`config.mk`:
```
export PLATFORM = sky130hd
export DESIGN_NAME = whsl_lim
export DESIGN_NICKNAME = d
export VERILOG_FILES = /design/src/whsl_pkg.sv /design/src/whsl_lim.sv
export SDC_FILE = /design/constraint.sdc
export NUM_CORES = 2
export LEC_CHECK = 0
export BUFFER_PORTS_ARGS = -buffer_cell sky130_fd_sc_hd__buf_2
export CORE_AREA = 4 4 285 287
export CTS_CLUSTER_SIZE = 8
export DETAILED_ROUTE_END_ITERATION = 8
export DIE_AREA = 0 0 289 291
export PLACE_DENSITY = 0.74
export SYNTH_ARGS = -nofsm -noshare
export SYNTH_HDL_FRONTEND = slang
export SYNTH_SLANG_ARGS = --single-unit
```
`constraint.sdc`:
```
create_clock -name i_clk -period 30.3 [get_ports i_clk]
set_clock_uncertainty 0.2 [all_clocks]
set_input_delay 4.545 -clock i_clk [delete_from_list [all_inputs] [get_ports i_clk]]
set_output_delay 4.545 -clock i_clk [all_outputs]
set_load 0.05 [all_outputs]
```
`src/whsl_pkg.sv`:
```
// Shared types and constants for the wheel speed limiter.
`default_nettype none

package whsl_pkg;

    localparam int CfgW   = 31;   // width of every limit register
    localparam int SpdW   = 32;   // signed Q16.16 speed
    localparam int DtW    = 24;   // unsigned Q0.24 time step
    localparam int IdxW   = 3;    // register index
    localparam int FracW  = 16;   // fraction bits of Q16.16
    localparam int QuoW   = CfgW + FracW;  // quotient bits of the ratio divider
    localparam int InW    = 3 * SpdW + DtW;
    localparam int OutW   = 2 * SpdW;

    localparam logic [SpdW-1:0] RatioOne = 32'h0001_0000;
    localparam logic [SpdW-1:0] IntMax   = 32'h7FFF_FFFF;
    localparam logic [SpdW-1:0] IntMin   = 32'h8000_0000;
    localparam logic [CfgW-1:0] CfgFull  = 31'h7FFF_FFFF;

    typedef enum logic [IdxW-1:0] {
        REG_MIN_SPEED = 3'd0,
        REG_MAX_SPEED = 3'd1,
        REG_MIN_ACCEL = 3'd2,
        REG_MAX_ACCEL = 3'd3,
        REG_MIN_DECEL = 3'd4,
        REG_MAX_DECEL = 3'd5,
        REG_JERK_LO   = 3'd6,
        REG_JERK_HI   = 3'd7
    } t_reg_idx;

    typedef struct packed {
        logic [CfgW-1:0] min_speed;
        logic [CfgW-1:0] max_speed;
        logic [CfgW-1:0] min_accel;
        logic [CfgW-1:0] max_accel;
        logic [CfgW-1:0] min_decel;
        logic [CfgW-1:0] max_decel;
        logic [CfgW-1:0] jerk_lo;
        logic [CfgW-1:0] jerk_hi;
    } t_cfg;

    typedef struct packed {
        logic [SpdW-1:0] lo;
        logic [SpdW-1:0] hi;
    } t_jerk_bnd;

    typedef struct packed {
        logic [CfgW-1:0] acc_lo;
        logic [CfgW-1:0] acc_hi;
        logic [CfgW-1:0] dec_lo;
        logic [CfgW-1:0] dec_hi;
    } t_acc_bnd;

endpackage

`default_nettype wire

```
`src/whsl_lim.sv`:
```
// Jerk, acceleration and velocity limit stages.
`default_nettype none

module whsl_lim (
    input  wire logic                               i_clk,
    input  wire logic                               i_rst_n,
    input  wire logic                               i_en,
    input  wire logic                               i_vld,
    input  wire logic signed [whsl_pkg::SpdW-1:0]   i_req,
    input  wire logic signed [whsl_pkg::SpdW-1:0]   i_prev,
    input  wire logic signed [whsl_pkg::SpdW-1:0]   i_older,
    input  wire whsl_pkg::t_jerk_bnd                i_jerk,
    input  wire whsl_pkg::t_acc_bnd                 i_acc,
    input  wire logic [whsl_pkg::CfgW-1:0]          i_min_speed,
    input  wire logic [whsl_pkg::CfgW-1:0]          i_max_speed,
    output logic                                    o_vld,
    output logic signed [whsl_pkg::SpdW-1:0]        o_speed,
    output logic signed [whsl_pkg::SpdW-1:0]        o_req
);

    function automatic logic [35:0] f_band(input logic [35:0] m, input logic [35:0] lo,
                                           input logic [35:0] hi);
        logic [35:0] r;
        r = (m < lo) ? lo : m;
        return (r > hi) ? hi : r;
    endfunction

    logic               r_s1_vld, r_s2_vld, r_s3_vld, r_s4_vld;
    logic signed [34:0] r_s1_d, r_s2_d;
    logic signed [33:0] r_s1_pred, r_s2_pred;
    logic signed [31:0] r_s1_v0, r_s2_v0, r_s3_v0;
    logic signed [31:0] r_s1_req, r_s2_req, r_s3_req, r_s4_req;
    logic signed [34:0] r_s3_v;
    logic signed [32:0] r_s4_v;

    logic [34:0]        n_s3_dmag;
    logic [35:0]        n_s3_m;
    logic signed [34:0] n_s3_v;
    logic [34:0]        n_s4_vmag;
    logic [32:0]        n_s4_v0mag;
    logic signed [35:0] n_s4_e;
    logic [35:0]        n_s4_emag, n_s4_lo, n_s4_hi, n_s4_m;
    logic signed [32:0] n_s4_v;
    logic [32:0]        n_s5_vmag;
    logic [35:0]        n_s5_m;
    logic signed [31:0] n_s5_v;

    always_ff @(posedge i_clk) begin
        if (!i_rst_n) begin
            r_s1_vld <= 1'b0;
            r_s2_vld <= 1'b0;
            r_s3_vld <= 1'b0;
            r_s4_vld <= 1'b0;
            o_vld    <= 1'b0;
        end else if (i_en) begin
            r_s1_vld <= i_vld;
            r_s2_vld <= r_s1_vld;
            r_s3_vld <= r_s2_vld;
            r_s4_vld <= r_s3_vld;
            o_vld    <= r_s4_vld;
        end
    end

    // stages 1 and 2: second difference and the extrapolated speed, then a delay
    always_ff @(posedge i_clk) begin
        if (i_en) begin
            r_s1_d    <= 35'(i_req) - (35'(i_prev) <<< 1) + 35'(i_older);
            r_s1_pred <= (34'(i_prev) <<< 1) - 34'(i_older);
            r_s1_v0   <= i_prev;
            r_s1_req  <= i_req;
            r_s2_d    <= r_s1_d;
            r_s2_pred <= r_s1_pred;
            r_s2_v0   <= r_s1_v0;
            r_s2_req  <= r_s1_req;
        end
    end

    // stage 3: jerk band, sign of the second difference kept
    always_comb begin
        n_s3_dmag = r_s2_d[34] ? 35'(-r_s2_d) : 35'(r_s2_d);
        n_s3_m    = f_band(36'(n_s3_dmag), 36'(i_jerk.lo), 36'(i_jerk.hi));
        n_s3_v    = 35'(r_s2_pred) + (r_s2_d[34] ? -$signed(n_s3_m[34:0])
                                                 : $signed(n_s3_m[34:0]));
    end

    // stage 4: accel band while speed grows, decel band while it shrinks
    always_comb begin
        n_s4_vmag  = r_s3_v[34] ? 35'(-r_s3_v) : 35'(r_s3_v);
        n_s4_v0mag = r_s3_v0[31] ? 33'(-33'(r_s3_v0)) : 33'(r_s3_v0);
        if (n_s4_vmag >= 35'(n_s4_v0mag)) begin
            n_s4_lo = 36'(i_acc.acc_lo);
            n_s4_hi = 36'(i_acc.acc_hi);
        end else begin
            n_s4_lo = 36'(i_acc.dec_lo);
            n_s4_hi = 36'(i_acc.dec_hi);
        end
        n_s4_e    = 36'(r_s3_v) - 36'(r_s3_v0);
        n_s4_emag = n_s4_e[35] ? 36'(-n_s4_e) : 36'(n_s4_e);
        n_s4_m    = f_band(n_s4_emag, n_s4_lo, n_s4_hi);
        n_s4_v    = 33'(r_s3_v0) + (n_s4_e[35] ? -$signed({2'b00, n_s4_m[30:0]})
                                               : $signed({2'b00, n_s4_m[30:0]}));
    end

    // stage 5: velocity band, zero counts as positive
    always_comb begin
        n_s5_vmag = r_s4_v[32] ? 33'(-r_s4_v) : 33'(r_s4_v);
        n_s5_m    = f_band(36'(n_s5_vmag), 36'(i_min_speed), 36'(i_max_speed));
        n_s5_v    = r_s4_v[32] ? -$signed({1'b0, n_s5_m[30:0]})
                               : $signed({1'b0, n_s5_m[30:0]});
    end

    always_ff @(posedge i_clk) begin
        if (i_en) begin
            r_s3_v   <= n_s3_v;
            r_s3_v0  <= r_s2_v0;
            r_s3_req <= r_s2_req;
            r_s4_v   <= n_s4_v;
            r_s4_req <= r_s3_req;
            o_speed  <= n_s5_v;
            o_req    <= r_s4_req;
        end
    end

`ifndef NO_ASSERTIONS
    // the velocity band never reaches the most negative code
    a_speed_range: assert property (@(posedge i_clk) disable iff (!i_rst_n)
        o_vld |-> o_speed != $signed(whsl_pkg::IntMin))
        else $error("limited speed out of band");
`endif

endmodule

`default_nettype wire

```
==> flow_metrics.tcl <==
set metrics [dict create \
    grt_usage 0.245 \
    p_leak_uw 0.0193 \
    fin_tns_setup_ns 0 \
    min_path_type "register to register" \
    power.total_uw 5780 \
    postCtsHoldBufs 0 \
    gp_congestion 0.976 \
    io_buffers 414 \
    ant_nets 0 \
    clock_latency_ns 0.62 \
    powerDensity_nw_per_um2 130 \
    syn_area_um2 39200 \
    rows 103 \
    avgViaCountPerCell 5.69 \
    finalHoldViolCount 0 \
    cts_buffers 73 \
    place_area_um2 42400 \
    synthAdderAreaFrac 0.145 \
    detailed_place_hpwl_um 85400 \
    rsz0062_at_grt "false" \
    grt_pass1_vias 30475 \
    dieArea_um2 84100 \
    grt_pass1_wl_um 164000 \
    postSynth.asyncResetShare 0 \
    synth_xor_area_frac 0.0807 \
    nets 5150 \
    period_share 0.553 \
    syn_nets 4736 \
    synth.area.top_cells "edfxtp_1 38%, ha_1 13%, xnor2_1 5.7%, inv_1 3.6%, mux2i_1 3.5%" \
    num_vias 31091 \
    drive_gt1_frac 0.149 \
    peakVddDrop_mv 0.0902 \
    status "complete, no violations" \
    start_util 0.498 \
    tightest_slew_ns 1.12 \
    synthDistinctLibCells 102 \
    fill_cells 6866 \
    die_w_um 289 \
    fin_area_um2 44500 \
    drt-initial-drc-count 2072 \
    synth.avg_cell_area_um2 9.91 \
    ctsHtreeMaxLevel 3 \
    numClockSinks 499 \
    critPathKind "register to register" \
    io_pins 415 \
    ys_ff_latch 499 \
    required_ns 30.44 \
    setup_viol 0 \
    wl_per_cell_um 19.4 \
    grt-ovfl-total 0 \
    max_freq_ghz 0.0597 \
    yosysSeqAreaShare 0.381 \
    fin_util 0.567 \
    synth-simple-area-share 0.134 \
    cts_tree "yes" \
    critPathLaunchType "register" \
    holdWs_ns 0.170 \
    cts_root_buffer "clkbuf_16" \
    cp-end-kind "register" \
    drcViolationCount 0 \
    final_cell_mix "494 x edfxtp_1, 413 x buf_2, 395 x ha_1" \
    grt_max_degree 184 \
    antenna_found_initial 37 \
    maxCapViolations 0 \
    period_needed_ns 16.75 \
    cts-resized-gates 0 \
    postCtsSetupRepairBufs 0 \
    synth_top_family_by_area "compound AO/OA/AOI/OAI gates" \
    worst_path_largest_cell_delay_ns 0.55 \
    synth_compound_area_frac 0.157 \
    yosys-mux-area-fraction 0.0549 \
    cts_max_path_buffers 3 \
    synth_warnings 0 \
    slew_violations 0 \
    crit_top_cell "a21oi_1" \
    cp_max_fo 52 \
    synth-edff-count 494 \
    drt_wl_total_um 106000 \
    slew_headroom 0.232 \
    syn2layout_area_growth_pct 13.7 \
    cp_slowest_cell "nand3_4" \
    synth_top_area_frac 0.379 \
    clk_pin_slew_ns 0.05 \
    yosysTopAreaCell "edfxtp_1" \
    coreArea_um2 78600 \
    drtPass1Iterations 6 \
    layout_commonest_cell "edfxtp_1" \
    die_y_um 291 \
    crit_arrival_ns 16.89 \
    synth_flop_cell "edfxtp_1" \
    netlist_instances 3955 \
]
==> path summary, 6_finish.rpt <==
check / from / endpoint / slack, ns / cells after the start
setup / recovery: r_s3_v0[4] / r_s4_v[32] / 13.55 / 66
hold / removal: r_s1_d[31] / r_s2_d[31] / 0.17 / 0
hold reg to reg: r_s1_d[31] / r_s2_d[31] / 0.17 / 0
setup reg to reg: r_s3_v0[4] / r_s4_v[32] / 13.55 / 66
==> cell type report <==
cell class / instances / area (um^2) / area share
Antenna cell: 28 / 70.1 / 0.00157
Clock buffer: 83 / 1860 / 0.0418
Clock inverter: 10 / 230 / 0.00517
Inverter: 380 / 1430 / 0.0320
Multi-Input combinational cell: 2978 / 22400 / 0.504
Sequential cell: 499 / 14900 / 0.335
Tap cell: 1050 / 1310 / 0.0295
Timing Repair Buffer: 437 / 2270 / 0.0509
==> stage by stage <==
stage	instances	worst slack, ns
final	5465	13.55
after global routing	5456	12.48
after CTS	5437	13.78
after detailed placement	5344	13.87
after global placement	5344	14.19
after floorplan	3955	14.59
==> critical path: cells and delay by family, from the launching register on <==
kind / cells / cell delay [ns]
compound gates: 32 / 7.13
mux: 1 / 0.35
buf+inv: 5 / 1.49
fa+ha+maj: 5 / 1.45
flops: 1 / 0.44
simple gates: 19 / 4.63
xor+xnor: 4 / 0.64
==> sequential cells by signal, indices dropped and copies added, names as in the netlist, 32 cells and up <==
signal     cells
r_s2_d        35
r_s2_req      32
o_speed       32
r_s1_v0       32
r_s2_pred     34
r_s3_req      32
r_s1_pred     34
r_s3_v        35
r_s1_d        35
o_req         32
r_s3_v0       32
r_s1_req      32
r_s4_v        33
r_s2_v0       32
r_s4_req      32
==> cells by family after synthesis <==
group	after synthesis
buf+inv	478
flops	499
other cells	1
mux	206
fa+ha+maj	431
compound gates	947
xor+xnor	361
simple gates	1032
==> metal layers <==
metal,global-route usage,part of all wire
met1,0.305,0.41
met5,0,0.0011
met2,0.427,0.49
met4,0.0847,0.032
met3,0.0456,0.066
==> cell usage after synthesis, types with 35 or more instances <==
cell type and number:
edfxtp_1 494, ha_1 395, inv_1 379, nor2_1 257
a21oi_1 256, xnor2_1 255, nand2_1 237, o21ai_0 197
mux2i_1 136, a21o_1 109, xor2_1 106, nor3_1 88
mux2_2 69, nand3_1 69, o31ai_1 69, nand4_1 60
clkbuf_1 59, o21a_1 52, nand2b_1 49, nor2b_1 47
fa_1 36, and3_1 35
==> where the power goes <==
part | switching (uW) | total (uW) | internal, uW
registers | 97.7 | 1110 | 1010
logic | 2380 | 3930 | 1550
clock network | 297 | 743 | 446
total | 2780 | 5780 | 3010
(Power assumes the default switching activity.)
